[config.mk]
export PLATFORM = sky130hd
export DESIGN_NAME = tile_latch_bank_mapper_core_flat
export DESIGN_NICKNAME = d
export VERILOG_FILES = /design/src/hw/rtl/tlbm_pkg.sv /design/src/hw/rtl/tlbm_channels_if.sv /design/src/hw/rtl/tlbm_controller.sv /design/src/hw/rtl/tlbm_datapath.sv /design/src/hw/rtl/tile_latch_bank_mapper_core.sv /design/src/flat_wrapper.sv
export SDC_FILE = /design/constraint.sdc
export NUM_CORES = 1
export LEC_CHECK = 0
export BUFFER_PORTS_ARGS = -buffer_cell sky130_fd_sc_hd__buf_4
export CORE_ASPECT_RATIO = 0.9
export CORE_MARGIN = 2
export CORE_UTILIZATION = 52
export DETAILED_ROUTE_END_ITERATION = 12
export HOLD_SLACK_MARGIN = 0.05
export PLACE_DENSITY = 0.83
export SYNTH_ARGS = -nofsm -noshare
export SYNTH_HDL_FRONTEND = slang
export SYNTH_SLANG_ARGS = --single-unit
[constraint.sdc]
create_clock -name clock -period 2.4 [get_ports clock]
set_input_delay 0.24 -clock clock [delete_from_list [all_inputs] [get_ports clock]]
set_output_delay 0.24 -clock clock [all_outputs]
set_load 0.02 [all_outputs]
[src/hw/rtl/tlbm_pkg.sv]
// Shared types, codes and constants of the tile latch bank mapper.
// Used by the channel interfaces, the controller, the datapath and the top level.
`default_nettype none

package tlbm_pkg;

   // Bank limits
   localparam int MAX_PRG_BANKS = 16;
   localparam int MAX_CHR_BANKS = 32;
   localparam int CHR_RAM_BANKS = 2;

   // Field widths
   localparam int CMD_W    = 3;
   localparam int ADDR_W   = 16;
   localparam int DATA_W   = 8;
   localparam int TGT_W    = 3;
   localparam int OFFSET_W = 17;
   localparam int CSR_IDX_W  = 2;
   localparam int CSR_DATA_W = 6;

   // Bank number and bank count widths
   localparam int PRG_SEL_W   = 4;
   localparam int CHR_SEL_W   = 5;
   localparam int PRG_COUNT_W = 5;
   localparam int CHR_COUNT_W = 6;
   localparam int DVD_W       = CHR_SEL_W;
   localparam int DIV_W       = CHR_COUNT_W;
   localparam int DIV_STEPS   = DVD_W;
   localparam int STEP_W      = $clog2(DIV_STEPS);

   // Request commands
   localparam logic [CMD_W-1:0] CMD_CPU_READ  = 3'd0;
   localparam logic [CMD_W-1:0] CMD_CPU_WRITE = 3'd1;
   localparam logic [CMD_W-1:0] CMD_PPU_FETCH = 3'd2;
   localparam logic [CMD_W-1:0] CMD_PPU_PEEK  = 3'd3;
   localparam logic [CMD_W-1:0] CMD_PPU_WRITE = 3'd4;

   // Target memories
   localparam logic [TGT_W-1:0] TGT_NONE    = 3'd0;
   localparam logic [TGT_W-1:0] TGT_PRG_ROM = 3'd1;
   localparam logic [TGT_W-1:0] TGT_PRG_RAM = 3'd2;
   localparam logic [TGT_W-1:0] TGT_CHR_ROM = 3'd3;
   localparam logic [TGT_W-1:0] TGT_CHR_RAM = 3'd4;

   // Mapper register codes, address bits 14:12 of a CPU write at $A000 and up
   localparam logic [2:0] REG_PRG_SELECT = 3'd2;
   localparam logic [2:0] REG_LOW_FD     = 3'd3;
   localparam logic [2:0] REG_LOW_FE     = 3'd4;
   localparam logic [2:0] REG_HIGH_FD    = 3'd5;
   localparam logic [2:0] REG_HIGH_FE    = 3'd6;
   localparam logic [2:0] REG_MIRROR     = 3'd7;

   // Configuration register indexes
   localparam logic [CSR_IDX_W-1:0] CSR_PRG_BANK_COUNT = 2'd0;
   localparam logic [CSR_IDX_W-1:0] CSR_CHR_BANK_COUNT = 2'd1;
   localparam logic [CSR_IDX_W-1:0] CSR_CHR_IS_RAM     = 2'd2;

   // Configuration reset values
   localparam logic [PRG_COUNT_W-1:0] PRG_COUNT_RESET = 5'd8;
   localparam logic [CHR_COUNT_W-1:0] CHR_COUNT_RESET = 6'd32;

   // Address map
   localparam logic [ADDR_W-1:0] CPU_PRG_RAM_BASE = 16'h6000;
   localparam logic [ADDR_W-1:0] CPU_PRG_ROM_BASE = 16'h8000;
   localparam logic [ADDR_W-1:0] CPU_FIXED_BASE   = 16'hA000;
   localparam logic [ADDR_W-1:0] PPU_HIGH_BASE    = 16'h1000;
   localparam logic [ADDR_W-1:0] PPU_LIMIT        = 16'h2000;

   // Tile fetch triggers
   localparam logic [ADDR_W-1:0] LOW_FD_TRIGGER = 16'h0FD8;
   localparam logic [ADDR_W-1:0] LOW_FE_TRIGGER = 16'h0FE8;
   localparam logic [ADDR_W-1:0] HIGH_FD_FIRST  = 16'h1FD8;
   localparam logic [ADDR_W-1:0] HIGH_FD_LAST   = 16'h1FDF;
   localparam logic [ADDR_W-1:0] HIGH_FE_FIRST  = 16'h1FE8;
   localparam logic [ADDR_W-1:0] HIGH_FE_LAST   = 16'h1FEF;

   // Controller to datapath
   typedef struct packed {
      logic load;
      logic step;
      logic finish;
   } ctl_cmd_type;

   // Datapath to controller
   typedef struct packed {
      logic div_done;
   } dp_status_type;

endpackage

`default_nettype wire

[src/hw/rtl/tlbm_channels_if.sv]
// Request and response channel interfaces of the tile latch bank mapper.
// Depends on tlbm_pkg for the field widths.
`default_nettype none

interface tlbm_req_if;
   logic                          valid;
   logic                          ready;
   logic [tlbm_pkg::CMD_W-1:0]    command;
   logic [tlbm_pkg::ADDR_W-1:0]   address;
   logic [tlbm_pkg::DATA_W-1:0]   write_data;

   modport source (output valid, command, address, write_data, input ready);
   modport sink   (input valid, command, address, write_data, output ready);
endinterface

interface tlbm_rsp_if;
   logic                          valid;
   logic                          ready;
   logic [tlbm_pkg::TGT_W-1:0]    target;
   logic [tlbm_pkg::OFFSET_W-1:0] mem_offset;
   logic                          mem_write;
   logic                          mirror_horizontal;

   modport source (output valid, target, mem_offset, mem_write, mirror_horizontal,
                   input ready);
   modport sink   (input valid, target, mem_offset, mem_write, mirror_horizontal,
                   output ready);
endinterface

`default_nettype wire

[src/hw/rtl/tlbm_controller.sv]
// Sequencing state machine of the tile latch bank mapper: accept, divide, finish.
// Depends on tlbm_pkg for the command and status structs.
`default_nettype none

module tlbm_controller (
   input  logic                    clock,
   input  logic                    reset,
   input  logic                    req_valid,
   output logic                    req_ready,
   output logic                    rsp_valid,
   input  logic                    rsp_ready,
   output tlbm_pkg::ctl_cmd_type   ctl_cmd,
   input  tlbm_pkg::dp_status_type dp_status
);

   typedef enum logic [2:0] {
      S_IDLE   = 3'b001,
      S_DIVIDE = 3'b010,
      S_FINISH = 3'b100
   } state_type;

   state_type state_ff, state_in;
   logic      out_valid_ff, out_valid_in;
   logic      out_free;

   // output register can take a new result
   assign out_free = !out_valid_ff || rsp_ready;

   always_comb begin
      state_in       = state_ff;
      ctl_cmd.load   = 1'b0;
      ctl_cmd.step   = 1'b0;
      ctl_cmd.finish = 1'b0;
      req_ready      = 1'b0;
      case (state_ff)
         S_IDLE: begin
            req_ready = 1'b1;
            if (req_valid) begin
               ctl_cmd.load = 1'b1;
               state_in     = S_DIVIDE;
            end
         end
         S_DIVIDE: begin
            ctl_cmd.step = 1'b1;
            if (dp_status.div_done) begin
               state_in = S_FINISH;
            end
         end
         S_FINISH: begin
            if (out_free) begin
               ctl_cmd.finish = 1'b1;
               state_in       = S_IDLE;
            end
         end
         default: begin
            state_in = S_IDLE;
         end
      endcase
   end

   always_comb begin
      out_valid_in = out_valid_ff;
      if (ctl_cmd.finish) begin
         out_valid_in = 1'b1;
      end else if (out_valid_ff && rsp_ready) begin
         out_valid_in = 1'b0;
      end
   end

   assign rsp_valid = out_valid_ff;

   always_ff @(posedge clock) begin
      if (reset) begin
         state_ff     <= S_IDLE;
         out_valid_ff <= 1'b0;
      end else begin
         state_ff     <= state_in;
         out_valid_ff <= out_valid_in;
      end
   end

   a_accept_starts_divide: assert property (@(posedge clock) disable iff (reset)
      (req_valid && req_ready) |=> (state_ff == S_DIVIDE))
      else $error("accepted request did not start the divider");

   a_divide_holds: assert property (@(posedge clock) disable iff (reset)
      (state_ff == S_DIVIDE && !dp_status.div_done) |=> (state_ff == S_DIVIDE))
      else $error("left divide before the last step");

   a_finish_shows_result: assert property (@(posedge clock) disable iff (reset)
      ctl_cmd.finish |=> rsp_valid)
      else $error("finished request not presented");

endmodule

`default_nettype wire

[src/hw/rtl/tlbm_datapath.sv]
// Datapath of the tile latch bank mapper: configuration, mapper registers, latches,
// restoring remainder unit and response register. Depends on tlbm_pkg.
`default_nettype none

module tlbm_datapath (
   input  logic                              clock,
   input  logic                              reset,
   input  tlbm_pkg::ctl_cmd_type             ctl_cmd,
   output tlbm_pkg::dp_status_type           dp_status,
   input  logic [tlbm_pkg::CMD_W-1:0]        req_command,
   input  logic [tlbm_pkg::ADDR_W-1:0]       req_address,
   input  logic [tlbm_pkg::DATA_W-1:0]       req_write_data,
   input  logic                              csr_write_enable,
   input  logic [tlbm_pkg::CSR_IDX_W-1:0]    csr_index,
   input  logic [tlbm_pkg::CSR_DATA_W-1:0]   csr_write_data,
   output logic [tlbm_pkg::TGT_W-1:0]        rsp_target,
   output logic [tlbm_pkg::OFFSET_W-1:0]     rsp_mem_offset,
   output logic                              rsp_mem_write,
   output logic                              rsp_mirror_horizontal
);

   // configuration
   logic [tlbm_pkg::PRG_COUNT_W-1:0] prg_count_ff, prg_count_in;
   logic [tlbm_pkg::CHR_COUNT_W-1:0] chr_count_ff, chr_count_in;
   logic                             chr_is_ram_ff, chr_is_ram_in;

   // mapper registers
   logic [tlbm_pkg::PRG_SEL_W-1:0] prg_select_ff, prg_select_in;
   logic [tlbm_pkg::CHR_SEL_W-1:0] low_fd_ff, low_fd_in;
   logic [tlbm_pkg::CHR_SEL_W-1:0] low_fe_ff, low_fe_in;
   logic [tlbm_pkg::CHR_SEL_W-1:0] high_fd_ff, high_fd_in;
   logic [tlbm_pkg::CHR_SEL_W-1:0] high_fe_ff, high_fe_in;
   logic                           low_latch_ff, low_latch_in;
   logic                           high_latch_ff, high_latch_in;
   logic                           mirror_ff, mirror_in;

   // captured request
   logic [tlbm_pkg::CMD_W-1:0]  cmd_ff;
   logic [tlbm_pkg::ADDR_W-1:0] addr_ff;
   logic [tlbm_pkg::DATA_W-1:0] data_ff;

   // remainder unit
   logic [tlbm_pkg::DIV_W-1:0]  div_ff, div_in;
   logic [tlbm_pkg::DVD_W-1:0]  dvd_ff, dvd_in;
   logic [tlbm_pkg::DVD_W-1:0]  rem_ff, rem_in;
   logic [tlbm_pkg::STEP_W-1:0] step_ff, step_in;
   logic [tlbm_pkg::DIV_W-1:0]  trial;

   // load side
   logic [tlbm_pkg::PRG_COUNT_W-1:0] prg_total;
   logic [tlbm_pkg::CHR_COUNT_W-1:0] chr_total;
   logic [tlbm_pkg::ADDR_W-1:0]      req_fixed_diff;
   logic [tlbm_pkg::CHR_SEL_W-1:0]   chr_sel;
   logic [tlbm_pkg::DVD_W-1:0]       prg_sel;
   logic                             req_is_ppu;

   // finish side
   logic [tlbm_pkg::ADDR_W-1:0]    fixed_diff;
   logic [1:0]                     slot;
   logic [tlbm_pkg::PRG_SEL_W-1:0] prg_bank;
   logic [tlbm_pkg::TGT_W-1:0]     tgt_in;
   logic [tlbm_pkg::OFFSET_W-1:0]  offset_in;
   logic                           write_in;
   logic [tlbm_pkg::OFFSET_W-1:0]  prg_rom_offset;
   logic [tlbm_pkg::OFFSET_W-1:0]  prg_ram_offset;
   logic [tlbm_pkg::OFFSET_W-1:0]  chr_offset;
   logic [tlbm_pkg::TGT_W-1:0]     chr_target;

   // ---------------- configuration port ----------------
   always_comb begin
      prg_count_in  = prg_count_ff;
      chr_count_in  = chr_count_ff;
      chr_is_ram_in = chr_is_ram_ff;
      if (csr_write_enable) begin
         case (csr_index)
            tlbm_pkg::CSR_PRG_BANK_COUNT:
               prg_count_in = csr_write_data[tlbm_pkg::PRG_COUNT_W-1:0];
            tlbm_pkg::CSR_CHR_BANK_COUNT:
               chr_count_in = csr_write_data[tlbm_pkg::CHR_COUNT_W-1:0];
            tlbm_pkg::CSR_CHR_IS_RAM:
               chr_is_ram_in = csr_write_data[0];
            default: begin
            end
         endcase
      end
   end

   // ---------------- operand selection at accept ----------------
   always_comb begin
      if (prg_count_ff == '0) begin
         prg_total = tlbm_pkg::PRG_COUNT_W'(1);
      end else if (prg_count_ff > tlbm_pkg::PRG_COUNT_W'(tlbm_pkg::MAX_PRG_BANKS)) begin
         prg_total = tlbm_pkg::PRG_COUNT_W'(tlbm_pkg::MAX_PRG_BANKS);
      end else begin
         prg_total = prg_count_ff;
      end

      if (chr_is_ram_ff) begin
         chr_total = tlbm_pkg::CHR_COUNT_W'(tlbm_pkg::CHR_RAM_BANKS);
      end else if (chr_count_ff == '0) begin
         chr_total = tlbm_pkg::CHR_COUNT_W'(1);
      end else if (chr_count_ff > tlbm_pkg::CHR_COUNT_W'(tlbm_pkg::MAX_CHR_BANKS)) begin
         chr_total = tlbm_pkg::CHR_COUNT_W'(tlbm_pkg::MAX_CHR_BANKS);
      end else begin
         chr_total = chr_count_ff;
      end
   end

   assign req_is_ppu = req_command inside {tlbm_pkg::CMD_PPU_FETCH, tlbm_pkg::CMD_PPU_PEEK,
                                           tlbm_pkg::CMD_PPU_WRITE};
   assign req_fixed_diff = req_address - tlbm_pkg::CPU_FIXED_BASE;

   always_comb begin
      if (req_address < tlbm_pkg::PPU_HIGH_BASE) begin
         chr_sel = low_latch_ff ? low_fe_ff : low_fd_ff;
      end else begin
         chr_sel = high_latch_ff ? high_fe_ff : high_fd_ff;
      end
      if (req_address < tlbm_pkg::CPU_FIXED_BASE) begin
         prg_sel = tlbm_pkg::DVD_W'(prg_select_ff);
      end else begin
         prg_sel = tlbm_pkg::DVD_W'(req_fixed_diff[14:13]);
      end
   end

   // ---------------- restoring remainder, one bit a step ----------------
   assign trial = {rem_ff, dvd_ff[tlbm_pkg::DVD_W-1]};
   assign dp_status.div_done = (step_ff == tlbm_pkg::STEP_W'(tlbm_pkg::DIV_STEPS - 1));

   always_comb begin
      div_in  = div_ff;
      dvd_in  = dvd_ff;
      rem_in  = rem_ff;
      step_in = step_ff;
      if (ctl_cmd.load) begin
         div_in  = req_is_ppu ? chr_total : tlbm_pkg::DIV_W'(prg_total);
         dvd_in  = req_is_ppu ? chr_sel : prg_sel;
         rem_in  = '0;
         step_in = '0;
      end else if (ctl_cmd.step) begin
         if (trial >= div_ff) begin
            rem_in = tlbm_pkg::DVD_W'(trial - div_ff);
         end else begin
            rem_in = trial[tlbm_pkg::DVD_W-1:0];
         end
         dvd_in  = {dvd_ff[tlbm_pkg::DVD_W-2:0], 1'b0};
         step_in = step_ff + tlbm_pkg::STEP_W'(1);
      end
   end

   // ---------------- result and register update ----------------
   assign fixed_diff = addr_ff - tlbm_pkg::CPU_FIXED_BASE;
   assign slot       = fixed_diff[14:13];

   always_comb begin
      if (addr_ff >= tlbm_pkg::CPU_FIXED_BASE && div_ff >= tlbm_pkg::DIV_W'(3)) begin
         prg_bank = tlbm_pkg::PRG_SEL_W'(div_ff - tlbm_pkg::DIV_W'(3)
                                         + tlbm_pkg::DIV_W'(slot));
      end else begin
         prg_bank = rem_ff[tlbm_pkg::PRG_SEL_W-1:0];
      end
   end

   assign prg_rom_offset = {prg_bank, addr_ff[12:0]};
   assign prg_ram_offset = tlbm_pkg::OFFSET_W'(addr_ff[12:0]);
   assign chr_offset     = {rem_ff, addr_ff[11:0]};
   assign chr_target     = chr_is_ram_ff ? tlbm_pkg::TGT_CHR_RAM : tlbm_pkg::TGT_CHR_ROM;

   always_comb begin
      tgt_in        = tlbm_pkg::TGT_NONE;
      offset_in     = '0;
      write_in      = 1'b0;
      prg_select_in = prg_select_ff;
      low_fd_in     = low_fd_ff;
      low_fe_in     = low_fe_ff;
      high_fd_in    = high_fd_ff;
      high_fe_in    = high_fe_ff;
      low_latch_in  = low_latch_ff;
      high_latch_in = high_latch_ff;
      mirror_in     = mirror_ff;
      case (cmd_ff)
         tlbm_pkg::CMD_CPU_READ: begin
            if (addr_ff >= tlbm_pkg::CPU_PRG_ROM_BASE) begin
               tgt_in    = tlbm_pkg::TGT_PRG_ROM;
               offset_in = prg_rom_offset;
            end else if (addr_ff >= tlbm_pkg::CPU_PRG_RAM_BASE) begin
               tgt_in    = tlbm_pkg::TGT_PRG_RAM;
               offset_in = prg_ram_offset;
            end
         end
         tlbm_pkg::CMD_CPU_WRITE: begin
            if (addr_ff >= tlbm_pkg::CPU_FIXED_BASE) begin
               case (addr_ff[14:12])
                  tlbm_pkg::REG_PRG_SELECT: prg_select_in = data_ff[3:0];
                  tlbm_pkg::REG_LOW_FD:     low_fd_in     = data_ff[4:0];
                  tlbm_pkg::REG_LOW_FE:     low_fe_in     = data_ff[4:0];
                  tlbm_pkg::REG_HIGH_FD:    high_fd_in    = data_ff[4:0];
                  tlbm_pkg::REG_HIGH_FE:    high_fe_in    = data_ff[4:0];
                  tlbm_pkg::REG_MIRROR:     mirror_in     = data_ff[0];
                  default: begin
                  end
               endcase
            end else if (addr_ff >= tlbm_pkg::CPU_PRG_RAM_BASE &&
                         addr_ff < tlbm_pkg::CPU_PRG_ROM_BASE) begin
               tgt_in    = tlbm_pkg::TGT_PRG_RAM;
               offset_in = prg_ram_offset;
               write_in  = 1'b1;
            end
         end
         tlbm_pkg::CMD_PPU_FETCH, tlbm_pkg::CMD_PPU_PEEK: begin
            if (addr_ff < tlbm_pkg::PPU_LIMIT) begin
               tgt_in    = chr_target;
               offset_in = chr_offset;
               // only a real fetch moves a latch; it takes effect on the next one
               if (cmd_ff == tlbm_pkg::CMD_PPU_FETCH) begin
                  if (addr_ff == tlbm_pkg::LOW_FD_TRIGGER) begin
                     low_latch_in = 1'b0;
                  end else if (addr_ff == tlbm_pkg::LOW_FE_TRIGGER) begin
                     low_latch_in = 1'b1;
                  end else if (addr_ff >= tlbm_pkg::HIGH_FD_FIRST &&
                               addr_ff <= tlbm_pkg::HIGH_FD_LAST) begin
                     high_latch_in = 1'b0;
                  end else if (addr_ff >= tlbm_pkg::HIGH_FE_FIRST &&
                               addr_ff <= tlbm_pkg::HIGH_FE_LAST) begin
                     high_latch_in = 1'b1;
                  end
               end
            end
         end
         tlbm_pkg::CMD_PPU_WRITE: begin
            if (addr_ff < tlbm_pkg::PPU_LIMIT && chr_is_ram_ff) begin
               tgt_in    = tlbm_pkg::TGT_CHR_RAM;
               offset_in = chr_offset;
               write_in  = 1'b1;
            end
         end
         default: begin
         end
      endcase
   end

   // ---------------- registers ----------------
   always_ff @(posedge clock) begin
      if (reset) begin
         prg_count_ff  <= tlbm_pkg::PRG_COUNT_RESET;
         chr_count_ff  <= tlbm_pkg::CHR_COUNT_RESET;
         chr_is_ram_ff <= 1'b0;
         prg_select_ff <= '0;
         low_fd_ff     <= '0;
         low_fe_ff     <= '0;
         high_fd_ff    <= '0;
         high_fe_ff    <= '0;
         low_latch_ff  <= 1'b1;
         high_latch_ff <= 1'b1;
         mirror_ff     <= 1'b0;
         step_ff       <= '0;
      end else begin
         prg_count_ff  <= prg_count_in;
         chr_count_ff  <= chr_count_in;
         chr_is_ram_ff <= chr_is_ram_in;
         step_ff       <= step_in;
         if (ctl_cmd.finish) begin
            prg_select_ff <= prg_select_in;
            low_fd_ff     <= low_fd_in;
            low_fe_ff     <= low_fe_in;
            high_fd_ff    <= high_fd_in;
            high_fe_ff    <= high_fe_in;
            low_latch_ff  <= low_latch_in;
            high_latch_ff <= high_latch_in;
            mirror_ff     <= mirror_in;
         end
      end
   end

   always_ff @(posedge clock) begin
      div_ff <= div_in;
      dvd_ff <= dvd_in;
      rem_ff <= rem_in;
      if (ctl_cmd.load) begin
         cmd_ff  <= req_command;
         addr_ff <= req_address;
         data_ff <= req_write_data;
      end
      if (ctl_cmd.finish) begin
         rsp_target            <= tgt_in;
         rsp_mem_offset        <= offset_in;
         rsp_mem_write         <= write_in;
         rsp_mirror_horizontal <= mirror_in;
      end
   end

   a_remainder_below_divisor: assert property (@(posedge clock) disable iff (reset)
      ctl_cmd.finish |-> (tlbm_pkg::DIV_W'(rem_ff) < div_ff))
      else $error("bank remainder not reduced below bank count");

   a_latch_only_on_fetch: assert property (@(posedge clock) disable iff (reset)
      (ctl_cmd.finish && cmd_ff != tlbm_pkg::CMD_PPU_FETCH)
      |=> ($stable(low_latch_ff) && $stable(high_latch_ff)))
      else $error("latch moved on a request that is not a fetch");

   a_no_target_is_quiet: assert property (@(posedge clock) disable iff (reset)
      ctl_cmd.finish |=> (rsp_target != tlbm_pkg::TGT_NONE ||
                          (rsp_mem_offset == '0 && !rsp_mem_write)))
      else $error("unmapped response carries offset or write");

endmodule

`default_nettype wire

[src/hw/rtl/tile_latch_bank_mapper_core.sv]
// Top level of the tile latch bank mapper: joins controller and datapath to the channels.
// Depends on tlbm_pkg, tlbm_channels_if, tlbm_controller and tlbm_datapath.
`default_nettype none

// Turns each bus request (CPU read or write, PPU fetch, peek or write) into one response
// naming a target memory, a byte offset into it and a write enable, plus the current
// mirroring. CPU writes at $A000 and up load the program bank, the four pattern bank
// registers and the mirroring; fetches of the trigger tiles flip the pattern latches, and
// the new bank applies from the next fetch on. Each request passes an accept step, five
// steps of the shared restoring remainder unit that reduces the bank number modulo the
// bank count one bit a cycle, and a finish step that builds the response and updates the
// mapper registers. The response sits in an output register, so a new request is
// accepted while the previous response still waits to be taken; only when that register
// is still full at the end of a request does the block hold. Write the configuration
// registers only while no request is in flight.
module tile_latch_bank_mapper_core (
   input  logic                            clock,
   input  logic                            reset,
   tlbm_req_if.sink                        req_ch,
   tlbm_rsp_if.source                      rsp_ch,
   input  logic                            csr_write_enable,
   input  logic [tlbm_pkg::CSR_IDX_W-1:0]  csr_index,
   input  logic [tlbm_pkg::CSR_DATA_W-1:0] csr_write_data
);

   tlbm_pkg::ctl_cmd_type   ctl_cmd;
   tlbm_pkg::dp_status_type dp_status;

   // sequence one request at a time and hold the response handshake
   tlbm_controller u_controller (
      .clock     (clock),
      .reset     (reset),
      .req_valid (req_ch.valid),
      .req_ready (req_ch.ready),
      .rsp_valid (rsp_ch.valid),
      .rsp_ready (rsp_ch.ready),
      .ctl_cmd   (ctl_cmd),
      .dp_status (dp_status)
   );

   // bank arithmetic, mapper registers and the response register
   tlbm_datapath u_datapath (
      .clock                 (clock),
      .reset                 (reset),
      .ctl_cmd               (ctl_cmd),
      .dp_status             (dp_status),
      .req_command           (req_ch.command),
      .req_address           (req_ch.address),
      .req_write_data        (req_ch.write_data),
      .csr_write_enable      (csr_write_enable),
      .csr_index             (csr_index),
      .csr_write_data        (csr_write_data),
      .rsp_target            (rsp_ch.target),
      .rsp_mem_offset        (rsp_ch.mem_offset),
      .rsp_mem_write         (rsp_ch.mem_write),
      .rsp_mirror_horizontal (rsp_ch.mirror_horizontal)
   );

endmodule

`default_nettype wire

[src/flat_wrapper.sv]
// flat-port wrapper written by rule: the top's interface ports become plain ports
module tile_latch_bank_mapper_core_flat 
  (clock, reset, csr_write_enable, csr_index, csr_write_data, req_ch_valid, req_ch_command, req_ch_address, req_ch_write_data, req_ch_ready, rsp_ch_valid, rsp_ch_target, rsp_ch_mem_offset, rsp_ch_mem_write, rsp_ch_mirror_horizontal, rsp_ch_ready);
  tlbm_req_if req_ch_i ();
  tlbm_rsp_if rsp_ch_i ();
  input  logic clock;
  input  logic reset;
  input  logic csr_write_enable;
  input  logic [tlbm_pkg::CSR_IDX_W-1:0] csr_index;
  input  logic [tlbm_pkg::CSR_DATA_W-1:0] csr_write_data;
  input wire logic [$bits(req_ch_i.valid)-1:0] req_ch_valid;
  input wire logic [$bits(req_ch_i.command)-1:0] req_ch_command;
  input wire logic [$bits(req_ch_i.address)-1:0] req_ch_address;
  input wire logic [$bits(req_ch_i.write_data)-1:0] req_ch_write_data;
  output wire logic [$bits(req_ch_i.ready)-1:0] req_ch_ready;
  output wire logic [$bits(rsp_ch_i.valid)-1:0] rsp_ch_valid;
  output wire logic [$bits(rsp_ch_i.target)-1:0] rsp_ch_target;
  output wire logic [$bits(rsp_ch_i.mem_offset)-1:0] rsp_ch_mem_offset;
  output wire logic [$bits(rsp_ch_i.mem_write)-1:0] rsp_ch_mem_write;
  output wire logic [$bits(rsp_ch_i.mirror_horizontal)-1:0] rsp_ch_mirror_horizontal;
  input wire logic [$bits(rsp_ch_i.ready)-1:0] rsp_ch_ready;
  assign req_ch_i.valid = req_ch_valid;
  assign req_ch_i.command = req_ch_command;
  assign req_ch_i.address = req_ch_address;
  assign req_ch_i.write_data = req_ch_write_data;
  assign req_ch_ready = req_ch_i.ready;
  assign rsp_ch_valid = rsp_ch_i.valid;
  assign rsp_ch_target = rsp_ch_i.target;
  assign rsp_ch_mem_offset = rsp_ch_i.mem_offset;
  assign rsp_ch_mem_write = rsp_ch_i.mem_write;
  assign rsp_ch_mirror_horizontal = rsp_ch_i.mirror_horizontal;
  assign rsp_ch_i.ready = rsp_ch_ready;
  tile_latch_bank_mapper_core u_core (.clock(clock), .reset(reset), .req_ch(req_ch_i), .rsp_ch(rsp_ch_i), .csr_write_enable(csr_write_enable), .csr_index(csr_index), .csr_write_data(csr_write_data));
endmodule
==> impl_metrics.xml, run 1 <==
<?xml version="1.0" encoding="UTF-8"?>
<metrics>
  <group name="outcome">
    <metric name="run_status" unit="">finished clean</metric>
  </group>
  <group name="floorplan">
    <metric name="die_width" unit="um">106.5</metric>
    <metric name="std_cell_rows" unit="">33</metric>
    <metric name="vert_die_dim" unit="um">96.21</metric>
    <metric name="die_area" unit="mm2">0.01024</metric>
    <metric name="floorplan.initialDensity" unit="%">53.59</metric>
    <metric name="io-pin-count" unit="">64</metric>
    <metric name="design.core.area" unit="mm2">0.009166</metric>
  </group>
  <group name="worst_setup_path">
    <metric name="path_max_fanout" unit="">7</metric>
    <metric name="worst_setup_path_end_kind" unit="">register</metric>
    <metric name="regToRegSetupSlack" unit="ns">0.16</metric>
    <metric name="worst_r2r_endpoint" unit="">u_core.u_datapath.rem_ff[4]</metric>
    <metric name="crit_type" unit="">register to register</metric>
    <metric name="cp_cell_sequence" unit="">ha_1 &gt; fa_1 &gt; nor2b_1 &gt; o211ai_1 &gt; a31oi_1 &gt; buf_4 &gt; mux2i_1 &gt; a22o_1</metric>
    <metric name="start_kind" unit="">register</metric>
    <metric name="crit-reg2reg-launch" unit="">u_core.u_datapath.div_ff[0]</metric>
    <metric name="crit_slowest_cell" unit="">fa_1</metric>
    <metric name="rr_worst_depth" unit="">8</metric>
    <metric name="critPathTopFamily" unit="">adder cells</metric>
    <metric name="critical_path_arrival" unit="ns">2.55</metric>
    <metric name="cp_num_buf_inv" unit="">1</metric>
    <metric name="worstPathRequired" unit="ns">2.72</metric>
    <metric name="cp_slowest_stage_delay" unit="ns">0.48</metric>
  </group>
  <group name="synthesis">
    <metric name="synth-edff-count" unit="">57</metric>
    <metric name="synth_fp_nets" unit="">493</metric>
    <metric name="netlist.area_leader.share" unit="%">34.84</metric>
    <metric name="yosysTopAreaCell" unit="">edfxtp_1</metric>
    <metric name="yosysUniqueCellTypes" unit="">53</metric>
    <metric name="ys_warn_count" unit="">0</metric>
    <metric name="ys_seq_elements" unit="">108</metric>
    <metric name="most_common_cell_in_the_synthesized_netlist" unit="">edfxtp_1</metric>
    <metric name="synth.yosys.seq_area_share" unit="%">55.63</metric>
    <metric name="synthArstFlopShare" unit="%">0</metric>
    <metric name="synth.cell_area" unit="mm2">0.004912</metric>
    <metric name="netlist_instances" unit="">439</metric>
    <metric name="synth.top_cells.by_area" unit="">edfxtp_1, dfxtp_1, mux2i_1</metric>
    <metric name="mean_instance_size_in_the_synthesized_netlist" unit="um2">11.19</metric>
    <metric name="synth_commonest_cells" unit="">edfxtp_1, nor2_1, dfxtp_1</metric>
    <metric name="synth_top_flop_cell" unit="">edfxtp_1</metric>
  </group>
  <group name="detailed_routing">
    <metric name="routed-via-count" unit="">3643</metric>
    <metric name="wire_per_inst" unit="um">15.79</metric>
    <metric name="drtPass1Iterations" unit="">4</metric>
    <metric name="drc_violation_count_after_routing" unit="">0</metric>
    <metric name="route.detailed.vias_per_inst" unit="">5.553</metric>
    <metric name="detailedRoute.firstIterationViolations" unit="">225</metric>
    <metric name="postRouteAntennaNets" unit="">0</metric>
    <metric name="postRouteWirelength" unit="um">10360</metric>
  </group>
  <group name="clock_tree">
    <metric name="clock_sinks" unit="">108</metric>
    <metric name="cts_tree" unit="">done</metric>
    <metric name="worst_skew_pair.late_latency" unit="ns">0.37</metric>
    <metric name="clk_transition_reported_paths" unit="ns">0.10</metric>
    <metric name="htreeDepth" unit="">3</metric>
    <metric name="tritoncts.num_buffers" unit="">9</metric>
    <metric name="clk_path_buf_depth" unit="">2</metric>
    <metric name="clock-root-buffer" unit="">clkbuf_8</metric>
  </group>
  <group name="finish">
    <metric name="antenna-diode-count" unit="">0</metric>
    <metric name="final_net_count" unit="">583</metric>
    <metric name="area.growth.synth_to_final" unit="%">20.86</metric>
    <metric name="layout.cells.non_filler" unit="">656</metric>
    <metric name="drive_above_1_share" unit="%">20.79</metric>
  </group>
  <group name="placed_design">
    <metric name="gp_congestion" unit="">0.8940</metric>
    <metric name="detailed_place_hpwl" unit="um">7266</metric>
    <metric name="port_buffers" unit="">60</metric>
    <metric name="numPlacedInstances" unit="">622</metric>
  </group>
  <group name="timing">
    <metric name="fin_crit" unit="ns">2.236</metric>
    <metric name="unrepaired_setup_endpoints_after_global_routing" unit="">false</metric>
    <metric name="fmax" unit="MHz">447.2</metric>
    <metric name="fin_skew" unit="ns">0.01180</metric>
    <metric name="final.hold.worst_slack" unit="ns">0.06627</metric>
    <metric name="timing.final.crit_share" unit="%">93.16</metric>
    <metric name="hold_viol_final" unit="">0</metric>
    <metric name="slew_headroom" unit="%">62.26</metric>
    <metric name="final-max-slew-violation-count" unit="">0</metric>
    <metric name="final_setup_tns" unit="ns">0</metric>
    <metric name="worstMarginPinSlew" unit="ns">0.5661</metric>
    <metric name="setup-violations-final" unit="">0</metric>
  </group>
  <group name="global_route">
    <metric name="grt_pass1_wl" unit="um">17150</metric>
    <metric name="antenna_found_initial" unit="">0</metric>
    <metric name="grt_pass1_vias" unit="">3497</metric>
    <metric name="overflow_after_grt" unit="">0</metric>
    <metric name="global_route.usage.total" unit="%">21.83</metric>
    <metric name="grt_max_degree" unit="">50</metric>
  </group>
  <group name="power_and_ir_drop">
    <metric name="power.ir.vdd_worst" unit="mV">0.4396</metric>
    <metric name="power.density" unit="mW/mm2">576.5</metric>
    <metric name="p_leak" unit="nW">2.497</metric>
  </group>
  <group name="min_path">
    <metric name="holdCritStartpoint" unit="">req_ch_command[2]</metric>
    <metric name="timing.hold.worst_endpoint" unit="">u_core.u_datapath.cmd_ff[2]</metric>
    <metric name="hold_depth" unit="">1</metric>
    <metric name="class_of_the_worst_hold_path" unit="">input port to register</metric>
  </group>
  <group name="job">
    <metric name="timing.max_cap.violations" unit="">0</metric>
  </group>
</metrics>
-- sequential cells by signal (all words and copies together) (netlist names), 6 cells and up --
signal	flops
u_core.u_datapath.rsp_mem_offset	17
u_core.u_datapath.div_ff	6
u_core.u_datapath.addr_ff	16
u_core.u_datapath.chr_count_ff	6
-- report_power, final --
| part | switching [mW] | internal [mW] | leakage, nW |
|---|---|---|---|
| clock | 0.607 | 0.384 | 0.0970 |
| combinational | 0.190 | 0.175 | 1.44 |
| sequential | 0.0567 | 2.01 | 0.961 |
-- cells in the final DEF, fill, tap and decap left out, types with 5 or more instances in the layout --
cell           count
nand4_1            5
ha_1              12
nand2_1           23
nor2b_1           19
mux2i_1           44
edfxtp_1          57
nor4_1             5
o21ai_0           15
a21oi_1           15
a31oi_1            5
dfxtp_1           51
nand3b_1           9
inv_1             23
nor3_1             8
dlygate4sd3_1     18
nor2_1            55
clkbuf_8           9
a211oi_1          19
buf_4             78
-- area by class of cell --
| cell class | count | area (um2) |
|---|---|---|
| repair buffers | 96 | 765.7 |
| inverters | 22 | 82.58 |
| flip-flops and latches | 108 | 2733 |
| clock buffers | 9 | 123.9 |
| clock inverters | 7 | 48.80 |
| fillers | 708 | 3229 |
| multi-input cells | 292 | 2031 |
| well taps | 122 | 152.6 |
-- timing repair --
action | 4_1_cts | 5_1_grt
hold buffers | 17 | 1
gates resized for setup | 0 | 0
hold endpoints to repair | 17 | 1
setup buffers | 0 | 0
-- metal layers --
| metal | track usage [%] | vias to the layer above | part of all wire [%] |
|---|---|---|---|
| li1 | - | 1769 | - |
| met1 | 27.26 | 1723 | 43 |
| met2 | 38.03 | 132 | 49 |
| met3 | 4.672 | 19 | 5.6 |
| met4 | 7.576 | 0 | 2.0 |
| met5 | 0 | - | 0 |
-- through the flow --
| stage | setup WS, ns | instance area (um2) | total power [mW] | utilization [%] |
|---|---|---|---|---|
| floorplan | 0.09099 | 4912 | 2.295 | - |
| global placement | 0.2960 | 5584 | 2.427 | 60.92 |
| detailed placement | 0.2007 | 5584 | 2.441 | 60.92 |
| CTS | 0.1825 | 5927 | 3.436 | 64.66 |
| global route | 0.06370 | 5937 | 3.559 | 64.77 |
| finish | 0.1641 | 5937 | 3.423 | 64.77 |
-- cells by family (layout without fill, tap and decap cells) --
kind of cell,after synthesis,count (layout),share of synthesized area (%)
AOI/OAI and AO/OA,69,69,9.373
xor gates and xnor gates,7,7,1.248
adders and majority gates,14,14,3.872
buffers and inverters,39,134,3.337
DFF,108,108,55.63
muxes,46,46,9.424
and+or+nand+nor,156,156,17.12
-- worst max path at each step --
| stage | from | end | slack [ns] | depth (start not counted) |
|---|---|---|---|---|
| after floorplan | u_core.u_controller.state_ff[2] | u_core.u_datapath.dvd_ff[1] | 0.09 | 3 |
| after global placement | u_core.u_datapath.addr_ff[13] | u_core.u_datapath.rsp_mem_offset[16] | 0.30 | 8 |
| after detailed placement | u_core.u_datapath.div_ff[0] | u_core.u_datapath.rem_ff[4] | 0.20 | 8 |
| after CTS | u_core.u_datapath.div_ff[0] | u_core.u_datapath.rem_ff[4] | 0.18 | 8 |
| after global routing | u_core.u_datapath.addr_ff[13] | u_core.u_datapath.rsp_mem_offset[16] | 0.06 | 8 |
| final | u_core.u_datapath.div_ff[0] | u_core.u_datapath.rem_ff[4] | 0.16 | 8 |
No activity file was read; power rests on OpenSTA's default activity.
==> run 2, diff against run 1 <==
- CTS_BUF_LIST: unset -> sky130_fd_sc_hd__clkbuf_16
- SLEW_MARGIN: unset -> 20
==> run 2 against run 1 <==
  * Register-to-register slack got worse by 0.03 ns
  * Largest cell class unchanged
  * Critical path depth unchanged
  * Sequential cell count unchanged
  * Largest power group unchanged
  * Via count decreased by 2.4%
  * Power increased by 10%
==> impl_metrics.xml, run 2 (synthesized netlist as in run 1, its figures left out) <==
<?xml version="1.0" encoding="UTF-8"?>
<metrics>
  <group name="timing">
    <metric name="worstMarginPinSlew" unit="ns">0.5528</metric>
    <metric name="final-max-slew-violation-count" unit="">0</metric>
    <metric name="final.hold.worst_slack" unit="ns">0.07263</metric>
    <metric name="timing.final.crit_share" unit="%">94.61</metric>
    <metric name="setup-violations-final" unit="">0</metric>
    <metric name="final_setup_tns" unit="ns">0</metric>
    <metric name="fin_crit" unit="ns">2.271</metric>
    <metric name="slew_headroom" unit="%">63.15</metric>
    <metric name="hold_viol_final" unit="">0</metric>
    <metric name="unrepaired_setup_endpoints_after_global_routing" unit="">false</metric>
    <metric name="fin_skew" unit="ns">0.008010</metric>
    <metric name="fmax" unit="MHz">440.4</metric>
  </group>
  <group name="clock_tree">
    <metric name="post-cts-setup-buffer-count" unit="">0</metric>
    <metric name="cts_tree" unit="">done</metric>
    <metric name="clock-root-buffer" unit="">clkbuf_16</metric>
    <metric name="clock_sinks" unit="">108</metric>
    <metric name="worst_skew_pair.late_latency" unit="ns">0.34</metric>
    <metric name="tritoncts.num_buffers" unit="">9</metric>
    <metric name="clk_path_buf_depth" unit="">2</metric>
    <metric name="htreeDepth" unit="">3</metric>
    <metric name="cts_repair_resize_count" unit="">0</metric>
    <metric name="clk_transition_reported_paths" unit="ns">0.07</metric>
    <metric name="cts.hold.buffers_added" unit="">0</metric>
  </group>
  <group name="placed_design">
    <metric name="detailed_place_hpwl" unit="um">7266</metric>
    <metric name="port_buffers" unit="">60</metric>
    <metric name="gp_congestion" unit="">0.8940</metric>
  </group>
  <group name="floorplan">
    <metric name="vert_die_dim" unit="um">96.21</metric>
    <metric name="floorplan.initialDensity" unit="%">53.59</metric>
    <metric name="die_area" unit="mm2">0.01024</metric>
    <metric name="die_width" unit="um">106.5</metric>
    <metric name="io-pin-count" unit="">64</metric>
    <metric name="std_cell_rows" unit="">33</metric>
    <metric name="design.core.area" unit="mm2">0.009166</metric>
  </group>
  <group name="detailed_routing">
    <metric name="detailedRoute.firstIterationViolations" unit="">220</metric>
    <metric name="drc_violation_count_after_routing" unit="">0</metric>
    <metric name="drtPass1Iterations" unit="">6</metric>
    <metric name="routed-via-count" unit="">3554</metric>
    <metric name="route.detailed.vias_per_inst" unit="">5.544</metric>
    <metric name="wire_per_inst" unit="um">15.70</metric>
    <metric name="postRouteWirelength" unit="um">10060</metric>
    <metric name="postRouteAntennaNets" unit="">0</metric>
  </group>
  <group name="finish">
    <metric name="area.growth.synth_to_final" unit="%">19.71</metric>
    <metric name="largestRegisters" unit="">u_core.u_datapath.rsp_mem_offset x17, u_core.u_datapath.addr_ff x16</metric>
    <metric name="mostFrequentLayoutCell" unit="">buf_4</metric>
    <metric name="flip_flop_count_of_the_largest_register_all_copies_and_words_added" unit="">17</metric>
    <metric name="final_net_count" unit="">568</metric>
    <metric name="antenna-diode-count" unit="">0</metric>
    <metric name="layout_common_cells" unit="">buf_4, edfxtp_1, nor2_1, dfxtp_1, mux2i_1</metric>
    <metric name="final_util" unit="%">64.16</metric>
    <metric name="max_flop_register" unit="">u_core.u_datapath.rsp_mem_offset</metric>
    <metric name="drive_above_1_share" unit="%">21.97</metric>
  </group>
  <group name="power_and_ir_drop">
    <metric name="p_leak" unit="nW">2.482</metric>
    <metric name="power.ir.vdd_worst" unit="mV">0.5374</metric>
    <metric name="power.density" unit="mW/mm2">641.3</metric>
  </group>
  <group name="outcome">
    <metric name="run_status" unit="">finished clean</metric>
  </group>
  <group name="worst_setup_path">
    <metric name="path_max_fanout" unit="">9</metric>
    <metric name="start_kind" unit="">register</metric>
    <metric name="critical_path_arrival" unit="ns">2.35</metric>
    <metric name="worstPathRequired" unit="ns">2.48</metric>
    <metric name="worst_setup_path_end_kind" unit="">register</metric>
    <metric name="crit_type" unit="">register to register</metric>
  </group>
  <group name="global_route">
    <metric name="grt_pass1_wl" unit="um">16760</metric>
    <metric name="grt_max_degree" unit="">50</metric>
    <metric name="antenna_found_initial" unit="">0</metric>
    <metric name="overflow_after_grt" unit="">0</metric>
    <metric name="global_route.usage.total" unit="%">21.05</metric>
    <metric name="grt_pass1_vias" unit="">3443</metric>
  </group>
  <group name="job">
    <metric name="timing.max_cap.violations" unit="">0</metric>
  </group>
  <group name="min_path">
    <metric name="class_of_the_worst_hold_path" unit="">input port to register</metric>
  </group>
</metrics>
[run 2: cell types whose count changed in the layout (fill, tap and decap cells not counted)]
cell and delta:
clkbuf_16 +9, dlygate4sd3_1 -18, clkbuf_8 -9, buf_4 +3
[run 2: cell type report]
| type | instances | area (um2) |
|---|---|---|
| inverter | 22 | 82.58 |
| fill | 708 | 3286 |
| clock buffer | 9 | 225.2 |
| multi-input combinational | 292 | 2031 |
| timing repair buffer | 81 | 608.1 |
| tap | 122 | 152.6 |
| sequential | 108 | 2733 |
| clock inverter | 7 | 48.80 |
[run 2: metal layers]
metal  vias to the layer above  routed length [um]  global-route usage (%)
li1                       1733                   -                       -
met5                         -                   0                       0
met4                         0                 144                   6.602
met3                        15                 493                   3.588
met2                        97                5084                   37.02
met1                      1709                4339                   26.90
[run 2: final timing paths]
check                             startpoint                                    to  slack, ns  depth (start not counted)
max            u_core.u_datapath.addr_ff[14]  u_core.u_datapath.rsp_mem_offset[16]       0.13                          8
min                     req_ch_write_data[0]          u_core.u_datapath.data_ff[0]       0.07                          1
max reg2reg    u_core.u_datapath.addr_ff[14]  u_core.u_datapath.rsp_mem_offset[16]       0.13                          8
min reg2reg  u_core.u_datapath.high_fd_ff[0]       u_core.u_datapath.high_fd_ff[0]       0.49                          2
[run 2: worst max-delay path: stages, from the launching register on]
cell,delay [ns]
edfxtp_1,0.50
inv_1,0.12
ha_1,0.38
inv_1,0.07
ha_1,0.29
a211oi_1,0.29
xnor2_1,0.12
a21oi_1,0.17
o21ai_0,0.09
[run 2: metrics by stage]
| stage | std cells | area (um2) | setup WS [ns] | power (mW) |
|---|---|---|---|---|
| 5_1_grt | 641 | 5881 | 0.01584 | 3.905 |
| 3_3_place_gp | 622 | 5584 | 0.2960 | 2.427 |
| 6_report | 641 | 5881 | 0.1294 | 3.771 |
| 4_1_cts | 638 | 5858 | 0.09272 | 3.784 |
| 3_5_place_dp | 622 | 5584 | 0.2007 | 2.441 |
| 2_1_floorplan | 439 | 4912 | 0.09099 | 2.295 |
[run 2: report_power, final]
part           internal (mW)  switching (mW)  leakage, nW
Sequential              2.01          0.0563        0.961
Clock                  0.710           0.649        0.143
Combinational          0.159           0.185         1.38
